===== src/hdl/dfs_pkg.sv =====
// ----------------------------------------------------------------------------
// dfs_pkg
// Types, codes and helpers of the FR-FCFS DRAM scheduler.
// ----------------------------------------------------------------------------
`default_nettype none

package dfs_pkg;

    localparam int PENDING_DEPTH_DEF = 16;
    localparam int ONGOING_DEPTH_DEF = 8;
    localparam int NUM_BANKS         = 8;
    localparam int BANK_W            = 3;
    localparam int BANK_LSB          = 5;
    localparam int TAG_W             = 32;
    localparam int WIN_W             = 34;   // cycle distance plus window offsets
    localparam int OFF_W             = 12;   // offsets relative to a request start

    // result kinds
    localparam logic [1:0] KIND_QUEUED    = 2'd0;
    localparam logic [1:0] KIND_DROPPED   = 2'd1;
    localparam logic [1:0] KIND_COMPLETED = 2'd2;
    localparam logic [1:0] KIND_SUMMARY   = 2'd3;

    // row buffer states
    localparam logic [1:0] RS_HIT  = 2'd0;
    localparam logic [1:0] RS_MISS = 2'd1;
    localparam logic [1:0] RS_CONF = 2'd2;

    // actions
    localparam logic ACT_ADD  = 1'b0;
    localparam logic ACT_TICK = 1'b1;

    // register indexes
    localparam logic [1:0] CFG_CMD  = 2'd0;
    localparam logic [1:0] CFG_BANK = 2'd1;
    localparam logic [1:0] CFG_DATA = 2'd2;
    localparam logic [1:0] CFG_MASK = 2'd3;

    localparam logic [7:0]  CMD_RST  = 8'd3;
    localparam logic [9:0]  BANK_RST = 10'd99;
    localparam logic [9:0]  DATA_RST = 10'd49;
    localparam logic [31:0] MASK_RST = 32'hFFFF_FF00;

    typedef struct packed {
        logic             action;
        logic [TAG_W-1:0] tag;
    } dfs_in_t;

    typedef struct packed {
        logic [1:0]        kind;
        logic [TAG_W-1:0]  tag_out;
        logic              scheduled;
        logic [1:0]        row_status;
        logic [BANK_W-1:0] bank_out;
        logic              last;
    } dfs_out_t;

    typedef struct packed {
        logic [TAG_W-1:0] tag;
        logic [TAG_W-1:0] start;
        logic [1:0]       st;
    } dfs_ong_t;

    typedef struct packed {
        logic load;
        logic shift;
    } dfs_cell_ctl_t;

    function automatic logic [BANK_W-1:0] bank_of(input logic [TAG_W-1:0] t);
        return t[BANK_LSB +: BANK_W];
    endfunction

    // offset of the read/write phase from the request start
    function automatic logic [OFF_W-1:0] rw_off(input logic [1:0] st,
                                                input logic [10:0] p1);
        logic [OFF_W-1:0] r;
        r = '0;
        if (st >= 2'd2)      r = {p1, 1'b0};
        else if (st >= 2'd1) r = {1'b0, p1};
        return r;
    endfunction

    // offset of the last data burst cycle from the request start
    function automatic logic [OFF_W-1:0] data_end(input logic [1:0] st,
                                                  input logic [9:0] p,
                                                  input logic [9:0] d);
        logic [10:0] p1;
        p1 = {1'b0, p} + 11'd1;
        return rw_off(st, p1) + OFF_W'(p1) + OFF_W'(d);
    endfunction

endpackage

`default_nettype wire


===== src/hdl/dram_frfcfs_scheduler.sv =====
// ----------------------------------------------------------------------------
// dram_frfcfs_scheduler
// FR-FCFS DRAM request scheduler built on rows of queue cells.
// ----------------------------------------------------------------------------
// Use:
//   in_valid/in_stall/in_data carry items: action 0 queues the tag, action 1
//   is one scheduler tick. out_valid/out_stall/out_data return results; the
//   final result of an item has last set. cfg_valid/cfg_ready/cfg_index/
//   cfg_data write the timing registers and the row mask; write only idle.
// Timing:
//   An add gives its result in the cycle after its transfer, one item per
//   cycle while idle and the output drains. A tick walks the ongoing table
//   one slot a cycle, a retire waiting while the output is stalled. It then
//   scans pending entries against ongoing entries one pair a cycle (no scan
//   with a full ongoing table) and ends with the summary. The scan uses one
//   shared window compare unit.
// Reset:
//   Both queues empty, all bank rows closed, cycle count zero, registers at
//   their defaults. cfg_ready is always high.
// Stall:
//   Results sit in one output register; with out_stall high a retire or the
//   summary waits, and in_stall stays high until the register can refill.
// ----------------------------------------------------------------------------
`default_nettype none

module dram_frfcfs_scheduler #(
    parameter int PENDING_DEPTH = dfs_pkg::PENDING_DEPTH_DEF,
    parameter int ONGOING_DEPTH = dfs_pkg::ONGOING_DEPTH_DEF
) (
    input  wire                 clk,
    input  wire                 rst_n,
    input  wire                 in_valid,
    output logic                in_stall,
    input  dfs_pkg::dfs_in_t    in_data,
    output logic                out_valid,
    input  wire                 out_stall,
    output dfs_pkg::dfs_out_t   out_data,
    input  wire                 cfg_valid,
    output logic                cfg_ready,
    input  wire [1:0]           cfg_index,
    input  wire [31:0]          cfg_data
);
    import dfs_pkg::*;

    localparam int PW  = $clog2(PENDING_DEPTH);
    localparam int PCW = $clog2(PENDING_DEPTH + 1);
    localparam int OW  = $clog2(ONGOING_DEPTH);
    localparam int OCW = $clog2(ONGOING_DEPTH + 1);

    localparam logic [1:0] ST_IDLE = 2'd0;
    localparam logic [1:0] ST_RET  = 2'd1;
    localparam logic [1:0] ST_SCAN = 2'd2;
    localparam logic [1:0] ST_FIN  = 2'd3;

    // control
    logic [1:0]       state_reg, state_next;
    logic [PCW-1:0]   pcnt_reg, pcnt_next;
    logic [OCW-1:0]   ocnt_reg, ocnt_next;
    logic [OCW-1:0]   oidx_reg, oidx_next;
    logic [PCW-1:0]   pidx_reg, pidx_next;
    logic [PW-1:0]    best_reg, best_next;
    logic             best_v_reg, best_v_next;
    logic [1:0]       best_st_reg, best_st_next;
    logic [TAG_W-1:0] cycle_reg, cycle_next;
    logic             out_valid_reg, out_valid_next;
    dfs_out_t         out_data_reg, out_data_next;

    // registers and bank state
    logic [7:0]       cmd_reg;
    logic [9:0]       phase_reg;
    logic [9:0]       data_reg;
    logic [31:0]      mask_reg;
    logic [TAG_W-1:0]     open_row_reg [NUM_BANKS];
    logic [NUM_BANKS-1:0] row_open_reg;

    // cell rows
    logic [TAG_W-1:0] pend_tag [PENDING_DEPTH];
    logic             pend_v   [PENDING_DEPTH];
    dfs_ong_t         ong_ent  [ONGOING_DEPTH];
    logic             ong_v    [ONGOING_DEPTH];

    logic             pend_push, pend_rm, ong_push, ong_rm, bank_wr;
    logic             can_emit, in_xfer;
    dfs_ong_t         ong_new;
    dfs_ong_t         ret_ent;
    dfs_ong_t         scan_ent;
    logic [TAG_W-1:0] cand_tag;
    logic [BANK_W-1:0] cand_bank;
    logic [1:0]       cand_st;
    logic [TAG_W-1:0] best_tag;
    logic [TAG_W-1:0] age;
    logic             conf_hit;

    assign can_emit  = !out_valid_reg || !out_stall;
    assign in_stall  = !(state_reg == ST_IDLE && can_emit);
    assign in_xfer   = in_valid && !in_stall;
    assign cfg_ready = 1'b1;
    assign out_valid = out_valid_reg;
    assign out_data  = out_data_reg;

    // pending row
    for (genvar i = 0; i < PENDING_DEPTH; i++)
    begin : g_pend
        dfs_cell_ctl_t    ctl;
        logic [TAG_W-1:0] nbr_tag;
        logic             nbr_valid;

        assign ctl.load  = pend_push && (pcnt_reg == PCW'(i));
        assign ctl.shift = pend_rm && (PW'(i) >= best_reg);

        if (i + 1 < PENDING_DEPTH)
        begin : g_nbr
            assign nbr_tag   = pend_tag[i+1];
            assign nbr_valid = pend_v[i+1];
        end
        else
        begin : g_end
            assign nbr_tag   = '0;
            assign nbr_valid = 1'b0;
        end

        dfs_pend_cell u_cell (
            .clk       (clk),
            .rst_n     (rst_n),
            .ctl       (ctl),
            .load_tag  (in_data.tag),
            .nbr_tag   (nbr_tag),
            .nbr_valid (nbr_valid),
            .tag       (pend_tag[i]),
            .valid     (pend_v[i])
        );
    end

    // ongoing row
    for (genvar i = 0; i < ONGOING_DEPTH; i++)
    begin : g_ong
        dfs_cell_ctl_t ctl;
        dfs_ong_t      nbr_ent;
        logic          nbr_valid;

        assign ctl.load  = ong_push && (ocnt_reg == OCW'(i));
        assign ctl.shift = ong_rm && (OW'(i) >= oidx_reg[OW-1:0]);

        if (i + 1 < ONGOING_DEPTH)
        begin : g_nbr
            assign nbr_ent   = ong_ent[i+1];
            assign nbr_valid = ong_v[i+1];
        end
        else
        begin : g_end
            assign nbr_ent   = '0;
            assign nbr_valid = 1'b0;
        end

        dfs_ong_cell u_cell (
            .clk       (clk),
            .rst_n     (rst_n),
            .ctl       (ctl),
            .load_ent  (ong_new),
            .nbr_ent   (nbr_ent),
            .nbr_valid (nbr_valid),
            .ent       (ong_ent[i]),
            .valid     (ong_v[i])
        );
    end

    // slot under the walk; indexes past the count are never used
    assign ret_ent   = ong_ent[oidx_reg[OW-1:0]];
    assign scan_ent  = ret_ent;
    assign cand_tag  = pend_tag[pidx_reg[PW-1:0]];
    assign cand_bank = bank_of(cand_tag);
    assign best_tag  = pend_tag[best_reg];
    assign age       = cycle_reg - ret_ent.start;

    always_comb
    begin
        if (!row_open_reg[cand_bank])
        begin
            cand_st = RS_MISS;
        end
        else if (open_row_reg[cand_bank] == (cand_tag & mask_reg))
        begin
            cand_st = RS_HIT;
        end
        else
        begin
            cand_st = RS_CONF;
        end
    end

    dfs_conflict u_conflict (
        .cmd_cycles   (cmd_reg),
        .phase_cycles (phase_reg),
        .data_cycles  (data_reg),
        .delta        (cycle_reg - scan_ent.start),
        .st_o         (scan_ent.st),
        .st_c         (cand_st),
        .same_bank    (bank_of(scan_ent.tag) == cand_bank),
        .hit          (conf_hit)
    );

    assign ong_new.tag   = best_tag;
    assign ong_new.start = cycle_reg;
    assign ong_new.st    = best_st_reg;

    // sequencer
    always_comb
    begin
        state_next     = state_reg;
        pcnt_next      = pcnt_reg;
        ocnt_next      = ocnt_reg;
        oidx_next      = oidx_reg;
        pidx_next      = pidx_reg;
        best_next      = best_reg;
        best_v_next    = best_v_reg;
        best_st_next   = best_st_reg;
        cycle_next     = cycle_reg;
        out_valid_next = out_valid_reg && out_stall;
        out_data_next  = out_data_reg;
        pend_push      = 1'b0;
        pend_rm        = 1'b0;
        ong_push       = 1'b0;
        ong_rm         = 1'b0;
        bank_wr        = 1'b0;

        case (state_reg)
            ST_IDLE:
            begin
                if (in_xfer)
                begin
                    if (in_data.action == ACT_ADD)
                    begin
                        out_valid_next           = 1'b1;
                        out_data_next            = '0;
                        out_data_next.tag_out    = in_data.tag;
                        out_data_next.bank_out   = bank_of(in_data.tag);
                        out_data_next.last       = 1'b1;
                        if (pcnt_reg != PCW'(PENDING_DEPTH))
                        begin
                            pend_push          = 1'b1;
                            pcnt_next          = pcnt_reg + PCW'(1);
                            out_data_next.kind = KIND_QUEUED;
                        end
                        else
                        begin
                            out_data_next.kind = KIND_DROPPED;
                        end
                    end
                    else
                    begin
                        oidx_next  = '0;
                        state_next = ST_RET;
                    end
                end
            end
            ST_RET:
            begin
                if (oidx_reg == ocnt_reg)
                begin
                    oidx_next   = '0;
                    pidx_next   = '0;
                    best_v_next = 1'b0;
                    state_next  = (ocnt_reg == OCW'(ONGOING_DEPTH)) ? ST_FIN : ST_SCAN;
                end
                else if (TAG_W'(data_end(ret_ent.st, phase_reg, data_reg)) <= age)
                begin
                    if (can_emit)
                    begin
                        out_valid_next         = 1'b1;
                        out_data_next          = '0;
                        out_data_next.kind     = KIND_COMPLETED;
                        out_data_next.tag_out  = ret_ent.tag;
                        out_data_next.bank_out = bank_of(ret_ent.tag);
                        ong_rm                 = 1'b1;
                        ocnt_next              = ocnt_reg - OCW'(1);
                    end
                end
                else
                begin
                    oidx_next = oidx_reg + OCW'(1);
                end
            end
            ST_SCAN:
            begin
                if (pidx_reg == pcnt_reg)
                begin
                    state_next = ST_FIN;
                end
                else if (oidx_reg == ocnt_reg)
                begin
                    // candidate clears every ongoing request
                    if (cand_st == RS_HIT)
                    begin
                        best_next    = pidx_reg[PW-1:0];
                        best_st_next = RS_HIT;
                        best_v_next  = 1'b1;
                        state_next   = ST_FIN;
                    end
                    else
                    begin
                        if (!best_v_reg)
                        begin
                            best_next    = pidx_reg[PW-1:0];
                            best_st_next = cand_st;
                            best_v_next  = 1'b1;
                        end
                        pidx_next = pidx_reg + PCW'(1);
                        oidx_next = '0;
                    end
                end
                else if (conf_hit)
                begin
                    pidx_next = pidx_reg + PCW'(1);
                    oidx_next = '0;
                end
                else
                begin
                    oidx_next = oidx_reg + OCW'(1);
                end
            end
            ST_FIN:
            begin
                if (can_emit)
                begin
                    out_valid_next     = 1'b1;
                    out_data_next      = '0;
                    out_data_next.kind = KIND_SUMMARY;
                    out_data_next.last = 1'b1;
                    if (best_v_reg)
                    begin
                        out_data_next.tag_out    = best_tag;
                        out_data_next.scheduled  = 1'b1;
                        out_data_next.row_status = best_st_reg;
                        out_data_next.bank_out   = bank_of(best_tag);
                        pend_rm   = 1'b1;
                        pcnt_next = pcnt_reg - PCW'(1);
                        ong_push  = 1'b1;
                        ocnt_next = ocnt_reg + OCW'(1);
                        bank_wr   = 1'b1;
                    end
                    cycle_next = cycle_reg + TAG_W'(1);
                    state_next = ST_IDLE;
                end
            end
            default:
            begin
                state_next = ST_IDLE;
            end
        endcase
    end

    always_ff @(posedge clk or negedge rst_n)
    begin
        if (!rst_n)
        begin
            state_reg     <= ST_IDLE;
            pcnt_reg      <= '0;
            ocnt_reg      <= '0;
            oidx_reg      <= '0;
            pidx_reg      <= '0;
            best_v_reg    <= 1'b0;
            cycle_reg     <= '0;
            out_valid_reg <= 1'b0;
            cmd_reg       <= CMD_RST;
            phase_reg     <= BANK_RST;
            data_reg      <= DATA_RST;
            mask_reg      <= MASK_RST;
            row_open_reg  <= '0;
            for (int b = 0; b < NUM_BANKS; b++)
            begin
                open_row_reg[b] <= '0;
            end
        end
        else
        begin
            state_reg     <= state_next;
            pcnt_reg      <= pcnt_next;
            ocnt_reg      <= ocnt_next;
            oidx_reg      <= oidx_next;
            pidx_reg      <= pidx_next;
            best_v_reg    <= best_v_next;
            cycle_reg     <= cycle_next;
            out_valid_reg <= out_valid_next;
            if (cfg_valid && cfg_ready)
            begin
                case (cfg_index)
                    CFG_CMD:  cmd_reg   <= cfg_data[7:0];
                    CFG_BANK: phase_reg <= cfg_data[9:0];
                    CFG_DATA: data_reg  <= cfg_data[9:0];
                    CFG_MASK: mask_reg  <= cfg_data;
                    default:  mask_reg  <= mask_reg;
                endcase
            end
            if (bank_wr)
            begin
                row_open_reg[bank_of(best_tag)] <= 1'b1;
                open_row_reg[bank_of(best_tag)] <= best_tag & mask_reg;
            end
        end
    end

    always_ff @(posedge clk)
    begin
        best_reg     <= best_next;
        best_st_reg  <= best_st_next;
        out_data_reg <= out_data_next;
    end

endmodule

`default_nettype wire


===== src/hdl/dfs_pend_cell.sv =====
// ----------------------------------------------------------------------------
// dfs_pend_cell
// One slot of the pending queue; shifts down from its neighbour on removal.
// ----------------------------------------------------------------------------
`default_nettype none

module dfs_pend_cell (
    input  wire                         clk,
    input  wire                         rst_n,
    input  dfs_pkg::dfs_cell_ctl_t      ctl,
    input  wire [dfs_pkg::TAG_W-1:0]    load_tag,
    input  wire [dfs_pkg::TAG_W-1:0]    nbr_tag,
    input  wire                         nbr_valid,
    output logic [dfs_pkg::TAG_W-1:0]   tag,
    output logic                        valid
);
    import dfs_pkg::*;

    logic [TAG_W-1:0] tag_reg;
    logic             valid_reg;

    always_ff @(posedge clk or negedge rst_n)
    begin
        if (!rst_n)
        begin
            valid_reg <= 1'b0;
        end
        else if (ctl.load)
        begin
            valid_reg <= 1'b1;
        end
        else if (ctl.shift)
        begin
            valid_reg <= nbr_valid;
        end
    end

    always_ff @(posedge clk)
    begin
        if (ctl.load)
        begin
            tag_reg <= load_tag;
        end
        else if (ctl.shift)
        begin
            tag_reg <= nbr_tag;
        end
    end

    assign tag   = tag_reg;
    assign valid = valid_reg;

endmodule

`default_nettype wire


===== src/hdl/dfs_ong_cell.sv =====
// ----------------------------------------------------------------------------
// dfs_ong_cell
// One slot of the ongoing table; shifts down from its neighbour on retire.
// ----------------------------------------------------------------------------
`default_nettype none

module dfs_ong_cell (
    input  wire                     clk,
    input  wire                     rst_n,
    input  dfs_pkg::dfs_cell_ctl_t  ctl,
    input  dfs_pkg::dfs_ong_t       load_ent,
    input  dfs_pkg::dfs_ong_t       nbr_ent,
    input  wire                     nbr_valid,
    output dfs_pkg::dfs_ong_t       ent,
    output logic                    valid
);
    import dfs_pkg::*;

    dfs_ong_t ent_reg;
    logic     valid_reg;

    always_ff @(posedge clk or negedge rst_n)
    begin
        if (!rst_n)
        begin
            valid_reg <= 1'b0;
        end
        else if (ctl.load)
        begin
            valid_reg <= 1'b1;
        end
        else if (ctl.shift)
        begin
            valid_reg <= nbr_valid;
        end
    end

    always_ff @(posedge clk)
    begin
        if (ctl.load)
        begin
            ent_reg <= load_ent;
        end
        else if (ctl.shift)
        begin
            ent_reg <= nbr_ent;
        end
    end

    assign ent   = ent_reg;
    assign valid = valid_reg;

endmodule

`default_nettype wire


===== src/hdl/dfs_conflict.sv =====
// ----------------------------------------------------------------------------
// dfs_conflict
// Window overlap check of one candidate against one ongoing request.
// ----------------------------------------------------------------------------
`default_nettype none

module dfs_conflict (
    input  wire [7:0]                   cmd_cycles,
    input  wire [9:0]                   phase_cycles,
    input  wire [9:0]                   data_cycles,
    input  wire [dfs_pkg::TAG_W-1:0]    delta,
    input  wire [1:0]                   st_o,
    input  wire [1:0]                   st_c,
    input  wire                         same_bank,
    output logic                        hit
);
    import dfs_pkg::*;

    logic [10:0]      p1;
    logic [WIN_W-1:0] os [3];
    logic [WIN_W-1:0] cs [3];
    logic [2:0]       ov;
    logic [2:0]       cv;
    logic [WIN_W-1:0] base;
    logic [WIN_W-1:0] o_be, o_ds, o_de, c_be, c_ds, c_de;
    logic             cmd_hit, data_hit, bank_hit;

    always_comb
    begin
        p1    = {1'b0, phase_cycles} + 11'd1;
        base  = WIN_W'(delta);
        os[0] = '0;
        os[1] = (st_o >= 2'd2) ? WIN_W'(p1) : '0;
        os[2] = WIN_W'(rw_off(st_o, p1));
        ov    = {1'b1, st_o >= 2'd1, st_o >= 2'd2};
        cs[0] = base;
        cs[1] = base + ((st_c >= 2'd2) ? WIN_W'(p1) : '0);
        cs[2] = base + WIN_W'(rw_off(st_c, p1));
        cv    = {1'b1, st_c >= 2'd1, st_c >= 2'd2};

        cmd_hit = 1'b0;
        for (int i = 0; i < 3; i++)
        begin
            for (int j = 0; j < 3; j++)
            begin
                if (ov[i] && cv[j]
                    && os[i] <= cs[j] + WIN_W'(cmd_cycles)
                    && cs[j] <= os[i] + WIN_W'(cmd_cycles))
                begin
                    cmd_hit = 1'b1;
                end
            end
        end

        o_be = os[2] + WIN_W'(phase_cycles);
        o_ds = o_be + WIN_W'(1);
        o_de = o_ds + WIN_W'(data_cycles);
        c_be = cs[2] + WIN_W'(phase_cycles);
        c_ds = c_be + WIN_W'(1);
        c_de = c_ds + WIN_W'(data_cycles);

        data_hit = (o_ds <= c_de) && (c_ds <= o_de);
        bank_hit = same_bank && (c_be >= WIN_W'(0)) && (base <= o_be);
        hit      = cmd_hit || data_hit || bank_hit;
    end

endmodule

`default_nettype wire


===== config.mk =====
export PLATFORM = sky130hd
export DESIGN_NAME = dram_frfcfs_scheduler
export DESIGN_NICKNAME = d
export VERILOG_FILES = /design/src/hdl/dfs_pkg.sv /design/src/hdl/dram_frfcfs_scheduler.sv /design/src/hdl/dfs_pend_cell.sv /design/src/hdl/dfs_ong_cell.sv /design/src/hdl/dfs_conflict.sv
export SDC_FILE = /design/constraint.sdc
export NUM_CORES = 2
export LEC_CHECK = 0
export ABC_AREA = 1
export BUFFER_PORTS_ARGS = -buffer_cell sky130_fd_sc_hd__buf_4
export CORE_MARGIN = 2
export CORE_UTILIZATION = 45
export DETAILED_ROUTE_END_ITERATION = 7
export MAX_ROUTING_LAYER = met4
export PLACE_DENSITY = 0.69
export SKIP_CTS_REPAIR_TIMING = 1
export SYNTH_ARGS = -nofsm -noshare
export SYNTH_HDL_FRONTEND = slang
export SYNTH_HIERARCHICAL = 1
export SYNTH_SLANG_ARGS = --single-unit

===== constraint.sdc =====
create_clock -name clk -period 10.22 [get_ports clk]
set_input_delay 0.511 -clock clk [delete_from_list [all_inputs] [get_ports clk]]
set_output_delay 0.511 -clock clk [all_outputs]
set_load 0.01 [all_outputs]

==> results.ini <==
[run_status]
status=finished with violations
failed_checks=DRC, hold timing

[timing]
post-route-period-util_pct=94.13
drv_slew=0
finClkSkew_ns=0.06399
setup_ws_ns=0.6000
slew-limit-headroom_pct=8.754
setup_violations=0
holdWs_ns=-0.01877
max_freq_mhz=104.0
worst_pin_slew_ns=1.369
hold_viol=1
min_period_ns=9.620
tns_ns=0

[logic_synthesis]
synth_cells=13280
synthesis.area_um2=100400
synth.avg_cell_area_um2=7.561
yosysWarnings=6

[placed_design]
gp_congestion=1.040
dp.final_hpwl_mm=263.9
dp_cells=16250
post-place-ws_ns=-0.03639
port_buffers=114

[route]
routedWlPerCell_um=23.20
drtPass1Iterations=8
drc_errors=1
vias=94660
drt-total-wl_mm=384.9
drt-initial-drc-count=12530
antenna_left=0
viasPerCell=5.706

[cells_and_area]
fin_cells=16590
fill_cells=21590
area_growth_pct=10.87
largest_reg_flops=528
drive_gt1_share_pct=10.82
nets=13960

[grt]
grt_pass1_vias=87650
antenna_found_initial=11
grt_usage_pct=33.61
overflow=0
grt_pass1_wl_mm=566.8
grt_max_degree=137

[setup_path]
path_max_fanout=53
worst_setup_path_end_kind=register
cpMaxStageDelayCell=dfrtp_4
startpoint_type=register
cpMostUsedCell=nor2_1
crit_type=reg -> reg
crit_required_ns=10.94
crit_arrival_ns=10.34
cpPeakStageDelay_ns=0.70

[clocking]
path_clk_slew_ns=0.06
max-clock-path-buffers=3
htreeDepth=4
cts_buffers=158
cts_tree=built
cts.sinks=1462
clockRootBuffer=clkbuf_16
clk_latency_ns=0.84

[job]
cap_violations=0

[floorplan]
fp.dieArea_um2=226900
ioPinCount=116
initial_core_util_pct=45.20
die_w_um=476.3
core_um2=222100
num_rows=173
die_h_um=476.3

[min_path]
hold_path_class=in -> reg

-- final cells by class --
class,instances,area (µm²),share of cell area (%)
diodes,7,17.52,0.01574
clock buffers,235,4486,4.030
clock inverters,59,690.7,0.6205
inverters,1034,4068,3.654
multi-input cells,10210,50980,45.80
flip-flops and latches,1462,42070,37.79
well taps,2975,3722,3.344
repair buffers,608,5269,4.734
repair inverters,1,8.758,0.007869
-- critical path: cells and delay by family (launching register included) --
kind,cells,cell delay [ns]
and+or+nand+nor,24,3.28
AOI/OAI and AO/OA,12,2.35
buffers and inverters,9,1.61
adders and majority gates,3,1.06
DFF,1,0.70
xor gates and xnor gates,2,0.48
-- stage by stage --
step / instance area (µm²) / hold slack (ns) / utilization, %
6_report: 111300 / -0.01877 / 50.12
5_1_grt: 111300 / 0.003342 / 50.12
4_1_cts: 110400 / -0.2209 / 49.72
3_5_place_dp: 105200 / 0.4472 / 47.39
3_3_place_gp: 105200 / 0.4379 / 47.39
2_1_floorplan: 100800 / 0.2154 / -
-- worst paths after layout --
kind,from,to,slack [ns],depth (start not counted)
worst max-delay path,oidx_reg[0],pidx_reg[0],0.60,50
worst min-delay path,cfg_data[31],mask_reg[31],-0.02,3
worst max register to register,oidx_reg[0],pidx_reg[0],0.60,50
worst min register to register,row_open_reg[7],row_open_reg[7],0.45,2
max in group asynchronous,rst_n,oidx_reg[0],7.51,4
min in group asynchronous,rst_n,open_row_reg[155],0.36,2
-- cells in the final DEF, fill, tap and decap left out, drive strengths merged, types with 177 or more instances in the layout --
master and count:
nor2 873, edfxtp 1084, ha 391, nand2 5340, nand3 933, clkbuf 241
inv 1031, o211ai 177, dfrtp 345, a21oi 570, buf 599, o21ai 875
-- per-layer routing --
| layer | wire (µm) | track usage, % |
|---|---|---|
| met1 | 148600 | 42.29 |
| met2 | 172100 | 51.85 |
| met3 | 38360 | 4.968 |
| met4 | 25830 | 18.92 |
| met5 | 0 | - |
Power is not shown: default switching activity piles up to over one toggle a cycle in this logic, so the estimate is an artifact.
